--- src/rtl/gbl_pkg.sv ---
// Package for the 3x3 RGB blur: transfer payload structs, control struct,
// register indexes, kernel weights and fixed field widths. No dependencies.
`default_nettype none

package gbl_pkg;

    localparam int CHAN_W     = 8;
    localparam int PIXEL_W    = 3 * CHAN_W;
    localparam int CFG_DATA_W = 11;
    localparam int CFG_IDX_W  = 1;
    localparam int SUM_W      = 12;
    localparam int TAPS       = 9;

    localparam int IMAGE_WIDTH_RESET  = 640;
    localparam int IMAGE_HEIGHT_RESET = 480;

    localparam logic [CFG_IDX_W-1:0] REG_IMAGE_WIDTH  = 1'd0;
    localparam logic [CFG_IDX_W-1:0] REG_IMAGE_HEIGHT = 1'd1;

    localparam logic OP_PIXEL = 1'b0;
    localparam logic OP_FLUSH = 1'b1;

    // window tap i = column (i/3) * 3 + row (i%3); weights 1 2 1 / 2 4 2 / 1 2 1
    localparam logic [2:0] KERNEL_WEIGHT [TAPS] = '{
        3'd1, 3'd2, 3'd1,
        3'd2, 3'd4, 3'd2,
        3'd1, 3'd2, 3'd1
    };

    typedef struct packed {
        logic              opcode;
        logic [CHAN_W-1:0] pixel_red;
        logic [CHAN_W-1:0] pixel_green;
        logic [CHAN_W-1:0] pixel_blue;
    } in_item_t;

    typedef struct packed {
        logic [CHAN_W-1:0] out_red;
        logic [CHAN_W-1:0] out_green;
        logic [CHAN_W-1:0] out_blue;
        logic              frame_last;
    } out_item_t;

    typedef struct packed {
        logic [CHAN_W-1:0] red;
        logic [CHAN_W-1:0] green;
        logic [CHAN_W-1:0] blue;
    } pixel_t;

    // per-transfer decisions from the position counters
    typedef struct packed {
        logic push;    // pixel enters the line buffers and window
        logic emit;    // this transfer yields an output pixel
        logic border;  // that output is a copied border pixel
        logic last;    // that output closes the frame
    } step_t;

endpackage

`default_nettype wire

--- src/rtl/gbl_lane.sv ---
// One channel lane of the 3x3 binomial kernel: weighted sum of nine taps >> 4.
// Depends on gbl_pkg.
`default_nettype none

module gbl_lane (
    input  wire logic [gbl_pkg::TAPS-1:0][gbl_pkg::CHAN_W-1:0] taps,
    output      logic [gbl_pkg::CHAN_W-1:0]                    result
);

    logic [gbl_pkg::SUM_W-1:0] sum;

    always_comb
    begin
        sum = '0;
        for (int i = 0; i < gbl_pkg::TAPS; i++)
        begin
            sum = sum + gbl_pkg::SUM_W'(taps[i]) *
                        gbl_pkg::SUM_W'(gbl_pkg::KERNEL_WEIGHT[i]);
        end
        result = sum[gbl_pkg::SUM_W-1:4];
    end

endmodule

`default_nettype wire

--- config.mk ---
export PLATFORM = sky130hd
export DESIGN_NAME = gbl_lane
export DESIGN_NICKNAME = d
export VERILOG_FILES = /design/src/rtl/gbl_pkg.sv /design/src/rtl/gbl_lane.sv
export SDC_FILE = /design/constraint.sdc
export NUM_CORES = 1
export LEC_CHECK = 0
export BUFFER_PORTS_ARGS = -buffer_cell sky130_fd_sc_hd__buf_2
export CAP_MARGIN = 5
export CORE_ASPECT_RATIO = 1.2
export CORE_MARGIN = 1
export CORE_UTILIZATION = 30
export DETAILED_ROUTE_END_ITERATION = 8
export SYNTH_ARGS = -nofsm -noshare
export SYNTH_HDL_FRONTEND = slang
export SYNTH_SLANG_ARGS = --single-unit
--- constraint.sdc ---
create_clock -name vclk -period 8.4
set_input_delay 0.84 -clock vclk [all_inputs]
set_output_delay 0.84 -clock vclk [all_outputs]
set_load 0.05 [all_outputs]
Yosys cells after proc, flatten, opt, wreduce, memory -nomap -nowiden
Index checks and enable logic that the tools add are counted.
{ "totals": {"word_cells": 8, "in_bits": 72, "out_inout_bits": 8, "ff_bits": 0} }
{ "op_classes": {"addsub": 8} }
{ "ops": {"columns": ["operator", "n"], "rows": [
  ["adder 12 x 8 -> 12 bit", 2],
  ["adder 12 x 9 -> 12 bit", 2],
  ["adder 11 x 9 -> 12 bit", 1],
  ["adder 12 x 10 -> 12 bit", 1],
  ["adder 10 x 8 -> 11 bit", 1],
  ["adder 8 x 9 -> 10 bit", 1]
]} }

Longest topological paths before layout
{ "logic_depth": {"depth_word": 8, "depth_mapped": 13, "depth_no_buf": 13} }

Worst setup path before layout
No wires, ideal clock.
{ "synth_path": {"path_type": "input to output", "start": "in taps[5] (netlist name)", "end": "out result[6] (netlist name)", "path_slack_ns": 2.427, "path_stages": 12, "t_arrival_ns": 5.133, "path_cell_list": "inv_1 > fa_1 > inv_1 > fa_1 > fa_1 > inv_1 > fa_1 > inv_1 > ha_1 > nand2_1 > o41a_1 > o311ai_1"} }
{ "synth_between": {"elab_chain_cells": 8} }
{ "synth_lines": {"columns": ["element", "line_no", "rtl"], "rows": [
  ["from (decl)", "gbl_lane.sv:6", "input wire logic [gbl_pkg::TAPS-1:0][gbl_pkg::CHAN_W-1:0] taps,"],
  ["adder 8 x 9 -> 10 bit", "gbl_lane.sv:17", "sum = sum + gbl_pkg::SUM_W'(taps[i]) *"],
  ["adder 10 x 8 -> 11 bit", "gbl_lane.sv:17", null],
  ["adder 11 x 9 -> 12 bit", "gbl_lane.sv:17", null],
  ["adder 12 x 10 -> 12 bit", "gbl_lane.sv:17", null],
  ["adder 12 x 9 -> 12 bit", "gbl_lane.sv:17", null],
  ["adder 12 x 8 -> 12 bit", "gbl_lane.sv:17", null],
  ["adder 12 x 9 -> 12 bit", "gbl_lane.sv:17", null],
  ["adder 12 x 8 -> 12 bit", "gbl_lane.sv:17", null],
  ["to (decl)", "gbl_lane.sv:7", "output logic [gbl_pkg::CHAN_W-1:0] result"]
]} }
Every way passes these cells.

Worst setup path in the final report
{ "layout_path": {"start": "in taps[7] (netlist name)", "end": "out result[6] (netlist name)"} }
Same word-level chain as after synthesis.

==> metrics.txt <==
final core occ approximately two fifths; Seq/Total Area, Yosys 0%; Ports 80; Post-DRT Antenna Nets 0; Tcrit/Tclk final 66.32%; cell chain of the critical path buf_2 -> inv_1 -> fa_1 -> inv_1 -> fa_1 -> fa_1 -> inv_1 -> fa_1 -> inv_1 -> ha_1 -> a21o_1 -> a21oi_2 -> mux2_1 -> o311ai_1 -> buf_2; first-pass GRT wire length just under 6000 µm; Nets 424; share of cells above drive strength 1 approximately 29%; Via Count roughly 1500; Post-CTS Hold Buffers 0; post-CTS sizing 0; warning count from the yosys run 0; DIE HEIGHT 88.18 µm; CP max-delay cell fa_1; Net Count, Synth between 300 and 400; DP Area between 2000 and 2500 µm²; Min-Delay Startpoint taps[39]; all-layer global routing usage between 10% and 20%; register area 0 µm²; DRT iter0 DRCs 7; Die Area around 6500 µm²; worst hold stages 6; die width approximately 74 µm; worst path required time around 7.6 ns; routability cong. around 0.75; vias in the first global route 1593; Pins Over Slew Limit 0; DP HPWL between 3000 and 4000 µm; area grow syn2layout 27.09%; pre-CTS WS ~2.8 ns; Max Cap Viol 0; total core area approximately 6000 µm²; sequential cell count 0; Setup violations, final 0; residual DRC count 0; Final Hold Fails 0; relative slew slack a little over 70%; n_diodes 0; Cell Area, Synth roughly 1900 µm²; WS Path Type input port to output pin; Hold Path Sink result[7]; status completed; Arr. time, crit path 4.73 ns; Via density ~4; Slew @ Worst Pin approximately 0.4 ns; Post-CTS Setup Inserts 0; Unique masters post-synth 29; overflow left after global routing 0; Gate Count Post-Synth a little over 200; Pre-antenna DRT Iters 4; Clock Buffer Count 0; Avg WL per Cell 8.450 µm; row count 31; crit path max fanout 6; CP Capture Type output pin; biggest cell delay along the critical path 0.54 ns; antenna violations before repair 0; Final Critical Period 5.571 ns; port bufs 80; syn_area_per_cell 9.057 µm²; fin area roughly 2400 µm²; Final TNS setup 0 ns; largest net degree at the start of global routing 7; Layout fillers between 600 and 700; Routed WL ~3100 µm; CP startpoint kind input port; Starting Density a little over 30%; RSZ-0062 raised after global routing no; final worst slack between 2 and 3 ns; min-delay worst type input port to output pin; FMAX ~0.18 GHz
how the worst max path moves through the flow:
stage	endpoint	slack [ns]	from	cells after the start
2_1_floorplan	result[6]	2.43	taps[5]	12
3_3_place_gp	result[6]	2.81	taps[7]	15
3_5_place_dp	result[6]	2.79	taps[7]	15
4_1_cts	result[6]	2.79	taps[7]	15
5_1_grt	result[4]	2.63	taps[5]	14
6_report	result[6]	2.83	taps[7]	15
layout by cell type (no fill, tap or decap), types with 2 or more instances in the layout:
master,instances
inv_1,98
buf_2,80
fa_1,52
ha_1,13
nand2_1,5
a21oi_1,4
nor3_1,3
xnor2_1,2
and3_1,2
nor4_1,2
mux2_1,2
nor2_1,2
o311ai_1,2
xor2_1,2
logic make-up after synthesis:
family | count (synthesis) | synth area share, %
fa+ha+maj | 65 | 64.83
buf+inv | 99 | 20.01
xor+xnor | 4 | 1.887
compound gates | 14 | 5.998
mux | 2 | 1.213
simple gates | 21 | 6.065
cell usage after synthesis:
library cell   n  area share, %
or2_1          1           0.34
a21o_1         1           0.40
o211ai_1       1           0.40
nand2_1        5            1.0
and3_1         2           0.67
fa_1          52             56
nor4_1         2           0.67
nor2_1         2           0.40
o41a_1         1           0.61
a211o_1        1           0.47
nand3_2        1           0.54
o311ai_1       2           0.94
nor3_1         3           0.81
a2111oi_0      1           0.47
ha_1          13            8.8
a31oi_1        1           0.34
and2_1         1           0.34
a2111oi_2      1           0.81
or3_1          1           0.34
a21oi_2        1           0.47
a21oi_1        4            1.1
inv_2          1           0.20
inv_1         98             20
xor2_1         2           0.94
mux2_1         2            1.2
nand2b_1       1           0.34
xnor2_1        2           0.94
nor2b_1        1           0.34
nand3_1        1           0.27
worst max-delay path: cells and delay by family:
kind	cells	cell delay, ns
compound gates	3	0.52
fa+ha+maj	5	2.45
buf+inv	6	0.56
mux	1	0.34
layer usage:
metal / GRT usage [%] / wire length (µm) / up-vias
li1: - / - / 731
met1: 11.81 / 1152 / 683
met2: 24.60 / 1784 / 57
met3: 0.2301 / 163 / 0
met4: 0 / 0 / 0
met5: 0 / 0 / -
layout make-up:
type / count / area (µm²) / share of cell area (%)
well taps: 82 / 102.6 / 4.348
multi-input cells: 106 / 1485 / 62.94
inverters: 99 / 371.6 / 15.75
repair buffers: 80 / 400.4 / 16.97
stage by stage:
| stage | hold slack [ns] | cells |
|---|---|---|
| 6_report | 2.470 | 367 |
| 4_1_cts | 2.468 | 367 |
| 5_1_grt | 2.513 | 367 |
| 2_1_floorplan | 2.446 | 205 |
| 3_3_place_gp | 2.469 | 367 |
| 3_5_place_dp | 2.475 | 367 |
Power is not shown: default switching activity piles up to over one toggle a cycle in this logic, so the estimate is an artifact.
