===== config.mk =====
export PLATFORM = sky130hd
export DESIGN_NAME = gbl_ctrl
export DESIGN_NICKNAME = d
export VERILOG_FILES = /design/src/rtl/gbl_pkg.sv /design/src/rtl/gbl_ctrl.sv
export SDC_FILE = /design/constraint.sdc
export NUM_CORES = 1
export LEC_CHECK = 0
export ABC_CLOCK_PERIOD_IN_PS = 3700
export CAP_MARGIN = 20
export CORE_MARGIN = 5
export CORE_UTILIZATION = 65
export CTS_CLUSTER_DIAMETER = 80
export DETAILED_ROUTE_END_ITERATION = 10
export DONT_BUFFER_PORTS = 1
export PLACE_DENSITY = 0.8
export SLEW_MARGIN = 20
export SYNTH_ARGS = -nofsm -noshare
export SYNTH_HDL_FRONTEND = slang
export SYNTH_SLANG_ARGS = --single-unit

===== constraint.sdc =====
create_clock -name clk -period 3.7 [get_ports clk]
set_input_delay 0.37 -clock clk [delete_from_list [all_inputs] [get_ports clk]]
set_output_delay 0.37 -clock clk [all_outputs]
set_load 0.05 [all_outputs]

===== src/rtl/gbl_pkg.sv =====
// Package for the 3x3 RGB blur: transfer payload structs, control struct,
// register indexes, kernel weights and fixed field widths. No dependencies.
`default_nettype none

package gbl_pkg;

    localparam int CHAN_W     = 8;
    localparam int PIXEL_W    = 3 * CHAN_W;
    localparam int CFG_DATA_W = 11;
    localparam int CFG_IDX_W  = 1;
    localparam int SUM_W      = 12;
    localparam int TAPS       = 9;

    localparam int IMAGE_WIDTH_RESET  = 640;
    localparam int IMAGE_HEIGHT_RESET = 480;

    localparam logic [CFG_IDX_W-1:0] REG_IMAGE_WIDTH  = 1'd0;
    localparam logic [CFG_IDX_W-1:0] REG_IMAGE_HEIGHT = 1'd1;

    localparam logic OP_PIXEL = 1'b0;
    localparam logic OP_FLUSH = 1'b1;

    // window tap i = column (i/3) * 3 + row (i%3); weights 1 2 1 / 2 4 2 / 1 2 1
    localparam logic [2:0] KERNEL_WEIGHT [TAPS] = '{
        3'd1, 3'd2, 3'd1,
        3'd2, 3'd4, 3'd2,
        3'd1, 3'd2, 3'd1
    };

    typedef struct packed {
        logic              opcode;
        logic [CHAN_W-1:0] pixel_red;
        logic [CHAN_W-1:0] pixel_green;
        logic [CHAN_W-1:0] pixel_blue;
    } in_item_t;

    typedef struct packed {
        logic [CHAN_W-1:0] out_red;
        logic [CHAN_W-1:0] out_green;
        logic [CHAN_W-1:0] out_blue;
        logic              frame_last;
    } out_item_t;

    typedef struct packed {
        logic [CHAN_W-1:0] red;
        logic [CHAN_W-1:0] green;
        logic [CHAN_W-1:0] blue;
    } pixel_t;

    // per-transfer decisions from the position counters
    typedef struct packed {
        logic push;    // pixel enters the line buffers and window
        logic emit;    // this transfer yields an output pixel
        logic border;  // that output is a copied border pixel
        logic last;    // that output closes the frame
    } step_t;

endpackage

`default_nettype wire


===== src/rtl/gbl_ctrl.sv =====
// Frame geometry registers and input/output position counters for the blur.
// Depends on gbl_pkg.
`default_nettype none

module gbl_ctrl #(
    parameter int MAX_WIDTH  = 1024,
    parameter int MAX_HEIGHT = 1024
) (
    input  wire logic                            clk,
    input  wire logic                            rst_n,
    input  wire logic                            cfg_write_en,
    input  wire logic [gbl_pkg::CFG_IDX_W-1:0]   cfg_index,
    input  wire logic [gbl_pkg::CFG_DATA_W-1:0]  cfg_data,
    input  wire logic                            accept,
    input  wire logic                            opcode,
    output      logic [$clog2(MAX_WIDTH)-1:0]    col,
    output      gbl_pkg::step_t                  step
);

    localparam int WW  = $clog2(MAX_WIDTH + 1);
    localparam int HW  = $clog2(MAX_HEIGHT + 1);
    localparam int CW  = $clog2(MAX_WIDTH);
    localparam int RW  = $clog2(MAX_HEIGHT);
    localparam int IRW = $clog2(MAX_HEIGHT + 3);
    localparam int DWW = (WW > gbl_pkg::CFG_DATA_W) ? WW : gbl_pkg::CFG_DATA_W;
    localparam int DWH = (HW > gbl_pkg::CFG_DATA_W) ? HW : gbl_pkg::CFG_DATA_W;
    localparam int W_RST = (gbl_pkg::IMAGE_WIDTH_RESET > MAX_WIDTH) ?
                           MAX_WIDTH : gbl_pkg::IMAGE_WIDTH_RESET;
    localparam int H_RST = (gbl_pkg::IMAGE_HEIGHT_RESET > MAX_HEIGHT) ?
                           MAX_HEIGHT : gbl_pkg::IMAGE_HEIGHT_RESET;

    logic [WW-1:0]  w_reg, w_next;
    logic [HW-1:0]  h_reg, h_next;
    logic [CW-1:0]  in_col_reg, in_col_next;
    logic [IRW-1:0] in_row_reg, in_row_next;
    logic [CW-1:0]  out_col_reg, out_col_next;
    logic [RW-1:0]  out_row_reg, out_row_next;

    logic [DWW-1:0] cfg_w;
    logic [DWH-1:0] cfg_h;
    logic [WW-1:0]  w_clamp;
    logic [HW-1:0]  h_clamp;
    logic           drain;
    logic           in_col_last;
    logic           out_col_last;
    logic           out_row_last;

    always_comb
    begin
        cfg_w = DWW'(cfg_data);
        cfg_h = DWH'(cfg_data);
        if (cfg_w == '0)
            w_clamp = WW'(1);
        else if (cfg_w > DWW'(MAX_WIDTH))
            w_clamp = WW'(MAX_WIDTH);
        else
            w_clamp = WW'(cfg_w);
        if (cfg_h == '0)
            h_clamp = HW'(1);
        else if (cfg_h > DWH'(MAX_HEIGHT))
            h_clamp = HW'(MAX_HEIGHT);
        else
            h_clamp = HW'(cfg_h);
    end

    always_comb
    begin
        drain        = in_row_reg >= IRW'(h_reg);
        in_col_last  = (WW'(in_col_reg) + WW'(1)) == w_reg;
        out_col_last = (WW'(out_col_reg) + WW'(1)) == w_reg;
        out_row_last = (HW'(out_row_reg) + HW'(1)) == h_reg;

        col         = in_col_reg;
        step.push   = drain || (opcode == gbl_pkg::OP_PIXEL);
        step.emit   = step.push && ((in_row_reg >= IRW'(2)) ||
                      ((in_row_reg == IRW'(1)) && (in_col_reg != '0)));
        step.border = (out_row_reg == '0) || out_row_last ||
                      (out_col_reg == '0) || out_col_last;
        step.last   = out_row_last && out_col_last;
    end

    always_comb
    begin
        w_next       = w_reg;
        h_next       = h_reg;
        in_col_next  = in_col_reg;
        in_row_next  = in_row_reg;
        out_col_next = out_col_reg;
        out_row_next = out_row_reg;
        if (cfg_write_en)
        begin
            case (cfg_index)
                gbl_pkg::REG_IMAGE_WIDTH:  w_next = w_clamp;
                gbl_pkg::REG_IMAGE_HEIGHT: h_next = h_clamp;
                default:                   w_next = w_reg;
            endcase
            in_col_next  = '0;
            in_row_next  = '0;
            out_col_next = '0;
            out_row_next = '0;
        end
        else if (accept && step.push)
        begin
            if (in_col_last)
            begin
                in_col_next = '0;
                in_row_next = in_row_reg + IRW'(1);
            end
            else
            begin
                in_col_next = in_col_reg + CW'(1);
            end
            if (step.emit)
            begin
                if (step.last)
                begin
                    in_col_next  = '0;
                    in_row_next  = '0;
                    out_col_next = '0;
                    out_row_next = '0;
                end
                else if (out_col_last)
                begin
                    out_col_next = '0;
                    out_row_next = out_row_reg + RW'(1);
                end
                else
                begin
                    out_col_next = out_col_reg + CW'(1);
                end
            end
        end
    end

    always_ff @(posedge clk or negedge rst_n)
    begin
        if (!rst_n)
        begin
            w_reg       <= WW'(W_RST);
            h_reg       <= HW'(H_RST);
            in_col_reg  <= '0;
            in_row_reg  <= '0;
            out_col_reg <= '0;
            out_row_reg <= '0;
        end
        else
        begin
            w_reg       <= w_next;
            h_reg       <= h_next;
            in_col_reg  <= in_col_next;
            in_row_reg  <= in_row_next;
            out_col_reg <= out_col_next;
            out_row_reg <= out_row_next;
        end
    end

`ifndef SYNTHESIS
    a_in_col_range: assert property (@(posedge clk) disable iff (!rst_n)
        WW'(in_col_reg) < w_reg)
        else $error("input column outside frame width");

    a_out_pos_range: assert property (@(posedge clk) disable iff (!rst_n)
        (WW'(out_col_reg) < w_reg) && (HW'(out_row_reg) < h_reg))
        else $error("output position outside frame");

    a_frame_wrap: assert property (@(posedge clk) disable iff (!rst_n)
        (accept && step.emit && step.last) |=>
        (in_col_reg == '0) && (in_row_reg == '0) &&
        (out_col_reg == '0) && (out_row_reg == '0))
        else $error("counters not cleared after last pixel of frame");

    a_drain_bound: assert property (@(posedge clk) disable iff (!rst_n)
        in_row_reg <= (IRW'(h_reg) + IRW'(2)))
        else $error("input row ran past frame drain");
`endif

endmodule

`default_nettype wire


After elaboration in Yosys (flattened, before gate mapping)

Cells that the tools add are included.

Magnitude comparators: 3
Bitwise operators: 2
Reduce and logical (&&, ||, !) cells: 20
Add/subtract/negate cells: 7
Eq/ne operators: 4
Muxes and demuxes: 22

Operator list:

| operator                | number |
|---|---|
| $mux W10                | 15 |
| $mux W11                | 7 |
| $add A10 B1 Y11 const B | 3 |
| $eq A11 B11 Y1          | 3 |
| $add A10 B1 Y10 const B | 3 |
| $logic_not A10 Y1       | 2 |
| $add A11 B1 Y11 const B | 1 |
| $eq A11 B1 Y1 const B   | 1 |
| $ge A11 B11 Y1          | 1 |
| $ge A11 B2 Y1 const B   | 1 |
| $gt A11 B11 Y1 const B  | 1 |
| $logic_not A11 Y1       | 1 |
| $reduce_bool A10 Y1     | 1 |
| $reduce_and A2 Y1       | 3 |
| $logic_or A1 B1 Y1      | 5 |
| $logic_and A1 B1 Y1     | 4 |
| $reduce_bool A2 Y1      | 2 |
| $reduce_and A3 Y1       | 1 |
| $reduce_bool A3 Y1      | 1 |
| $not A1 Y1              | 2 |

Logic and storage cells: 64
Output and inout port bits: 14
Input bits: 17
Flip-flop bits (word level): 63

Depth between registers and ports, before layout

Depth after elaboration: 7
Mapped depth: 11
Depth with buffers taken out: 10

Least setup slack after synthesis

OpenSTA, ideal clock, no wires.

Kind: register -> register
Start: register h_reg[8]
End: register out_col_reg[3]
Arrival time: 3.078 ns
Path slack: 0.540 ns
Required time: 3.618 ns
Cell stages (with the launch flop): 11
Setup time: 0.082 ns
Period minus slack after synthesis: 3.160 ns
Buffers on the path: 1
Cell sequence: dfstp_2 inv_1 ha_1 o2111ai_1 or4_1 nand3_1 nand3b_1 nor3_1 clkbuf_1 nand2_1 a31oi_1

RTL lines:

| item                   | RTL line        | text |
|---|---|---|
| start, declared        | gbl_ctrl.sv:33  | `logic [HW-1:0] h_reg, h_next;` |
| start signal, assigned | gbl_ctrl.sv:140 | `h_reg <= HW'(H_RST);` |
| start signal, assigned | gbl_ctrl.sv:149 | `h_reg <= h_next;` |
| end signal, assigned   | gbl_ctrl.sv:152 | `out_col_reg <= out_col_next;` |
| end, declared          | gbl_ctrl.sv:36  | `logic [CW-1:0] out_col_reg, out_col_next;` |

==> run_results.csv <==
group,metric,value,unit
power,p_sw_share,30.67,%
logic_synthesis,synth_area,4536,sq um
power,cellLeakagePower,2.084,nW
final_layout,layout.nets,580,
final_layout,drive_above_1_share,10.04,%
global_route,grt-ovfl-total,0,
logic_synthesis,ys_seq_area_share,34.92,%
sta,relSlewSlack,48.12,%
place,dpl_cell_area,4676,sq um
drt,top_layer,"met4",
final_layout,area_growth,8.800,%
global_route,grt_max_degree,64,
cts,cts_root_buf,"clkbuf_8",
cts,clkTransAtPathRegs,0.08,ns
logic_synthesis,synthMuxAreaShare,1.407,%
logic_synthesis,synth_cell_types,62,
drt,dr_total_vias,4231,
sta,rsz0062_at_grt,"no",
drt,firstDrtPassIters,5,
logic_synthesis,ys_seq_elements,63,
min_path,hold_path_class,"in -> reg",
sta,max_clock_freq,0.2980,GHz
min_path,hp-start,"cfg_write_en",
cts,clk_latency,0.36,ns
logic_synthesis,syn_nets,576,
final_layout,final_common_cell,"nand2_1",
power,p_clk_share,38.0,%
critical_path,critPathArrivalTime,2.99,ns
critical_path,slowest_delay,0.47,ns
floorplanning,rows,30,
place,numPortBuffers,0,
global_route,antenna_found_initial,0,
critical_path,r2r-start,"out_row_reg[0]",
logic_synthesis,synth_cells,539,
min_path,holdPathEnd,"out_col_reg[9]",
outcome,status,"completed",
power,seq_power_share,43.8,%
cts,postCtsSetupBuffers,0,
logic_synthesis,synth_warnings,0,
drt,drtIter0Drc,378,
drt,wl_met3,921,um
sta,period_needed,3.356,ns
cts,htree_levels,3,
floorplanning,io_pins,31,
global_route,grt_pass1_wl,19700,um
logic_synthesis,yosys_most_used_dff,"dfrtp_1",
drt,viasPerCell,6.570,
power,peakVddDrop,218.4,uV
logic_synthesis,synth_xor_area_share,8.690,%
logic_synthesis,async_reset_ff_share,100.0,%
critical_path,crit_path_top_delay_cell,"nand3_1",
place,gp_congestion,0.9340,
critical_path,crit_chain,"ha_1 -> nand3_1 -> or3_4 -> a311oi_2 -> nand4_1 -> or3_4 -> nand3_1",
critical_path,cp_max_fo,6,
sta,skew,0.01239,ns
power,switchingPower,0.0005464,W
sta,hold_slack,0.07175,ns
final_layout,final_util,72.63,%
final_layout,mostFrequentLayoutCells,"59 x nand2_1, 57 x dfrtp_1, 43 x o21ai_0",
cts,cts_tree,"built",
drt,wire_per_inst,18.43,um
drt,wl,11870,um
floorplanning,dieArea,8749,sq um
global_route,grt_usage,28.64,%
critical_path,reg2regPathDepth,9,
logic_synthesis,synth_edf_count,0,
logic_synthesis,synth_fa_ha_area_share,5.517,%
floorplanning,core_region_area,6794,sq um
sta,worst_pin_slew,0.7782,ns
critical_path,cp-start-kind,"flip-flop",
sta,hold_viol,0,
sta,setup_viol,0,
critical_path,crit_path_end_kind,"output pin",
critical_path,critical_path_class,"reg -> out",
sta,fin_crit_sh,90.70,%
logic_synthesis,synth_top_family_by_area,"simple AND/OR/NAND/NOR gates",
min_path,holdPathStages,1,
drt,met2_length,5648,um
power,power_density,361.1,nW/um^2
cts,clock_sinks,63,
floorplanning,start_util,66.76,%
sta,setup-tns-final,0,ns
cts,clock_path_buffers,2,
logic_synthesis,synthSimpleGateAreaFrac,23.92,%
final_layout,final_cell_area,4935,sq um
final_layout,num_antenna_cells,0,
drt,wl_met1,4929,um
drt,route.detailed.drc,0,
drt,antenna_left,0,
logic_synthesis,synth_area_per_cell,8.415,sq um
power,pwr-share-comb,18.2,%
cts,cts_made_buffers,9,
power,p_int,0.001235,W
floorplanning,die_w,93.54,um
critical_path,r2r-end,"in_row_reg[7]",
place,dpl.hpwl,8678,um
critical_path,crit_required,3.33,ns
floorplanning,fp.dieH,93.54,um
flow_run,cap_viol_max_count,0,
global_route,grt_pass1_vias,3871,
sta,slew_violations,0,
logic_synthesis,synth-compound-area-share,20.36,%
critical_path,rrSetupSlack,0.51,ns
[critical path, delay by kind of cell, from the launching register on]
family / cells / cell delay [ns]
AOI/OAI and AO/OA: 1 / 0.24
DFF: 1 / 0.42
and+or+nand+nor: 5 / 1.68
adders and majority gates: 1 / 0.30
[cell usage after synthesis (18+ instances only)]
library cell / n / area, sq um
clkbuf_1: 19 / 71.32
nand2_1: 59 / 221.5
nor2_1: 30 / 112.6
a21oi_1: 26 / 130.1
o21ai_0: 43 / 215.2
ha_1: 20 / 250.2
nand3_1: 18 / 90.09
a31oi_1: 19 / 118.9
xor2_1: 18 / 157.7
dfrtp_1: 57 / 1426
xnor2_1: 27 / 236.5
inv_1: 30 / 112.6
[metal layers]
metal,vias to the layer above,global-route usage (%)
met3,38,5.149
met2,195,44.91
li1,1964,-
met1,2034,39.24
met4,0,11.43
met5,-,0
[through the flow]
| step | std cells | total power (W) | setup slack [ns] |
|---|---|---|---|
| global route | 644 | 0.001861 | 0.1587 |
| detailed placement | 626 | 0.001095 | 0.5595 |
| CTS | 644 | 0.001783 | 0.3566 |
| global placement | 626 | 0.001082 | 0.6493 |
| finish | 644 | 0.001782 | 0.3443 |
| floorplan | 539 | 0.001015 | 0.5405 |
[power by group through the flow]
stage	sequential [W]	clock, W	combinational [W]
2_1_floorplan	0.000783	0	0.000232
3_3_place_gp	0.000792	0	0.000290
3_5_place_dp	0.000793	0	0.000302
4_1_cts	0.000780	0.000681	0.000322
5_1_grt	0.000786	0.000716	0.000359
6_report	0.000781	0.000677	0.000324
[cell families after synthesis]
| family | count (synthesis) |
|---|---|
| XOR/XNOR | 45 |
| flip-flops | 63 |
| buffers and inverters | 58 |
| adder cells (fa/ha/maj) | 20 |
| AO/OA/AOI/OAI | 142 |
| AND/OR/NAND/NOR | 205 |
| multiplexers | 6 |
[final cells by class]
class	instances	area (sq um)
fillers	523	1859
clock inverters	7	97.59
repair buffers	21	180.2
multi-input cells	418	2716
inverters	30	112.6
flip-flops and latches	63	1584
well taps	96	120.1
clock buffers	9	123.9
[worst max path at each step]
stage | startpoint | endpoint | slack, ns | cells after the start
finish | out_row_reg[0] | step[1] | 0.34 | 7
global route | out_col_reg[0] | step[1] | 0.16 | 7
floorplan | h_reg[8] | out_col_reg[3] | 0.54 | 10
detailed placement | out_row_reg[0] | in_row_reg[7] | 0.56 | 9
global placement | out_row_reg[0] | in_row_reg[7] | 0.65 | 9
CTS | out_row_reg[0] | step[1] | 0.36 | 7
[repair_timing]
action | in CTS | in global routing
resized for setup | 0 | 0
hold buffers | 2 | 0
hold endpoints to repair | 63 | 0
Note: power is estimated with default switching activity, not from simulation.
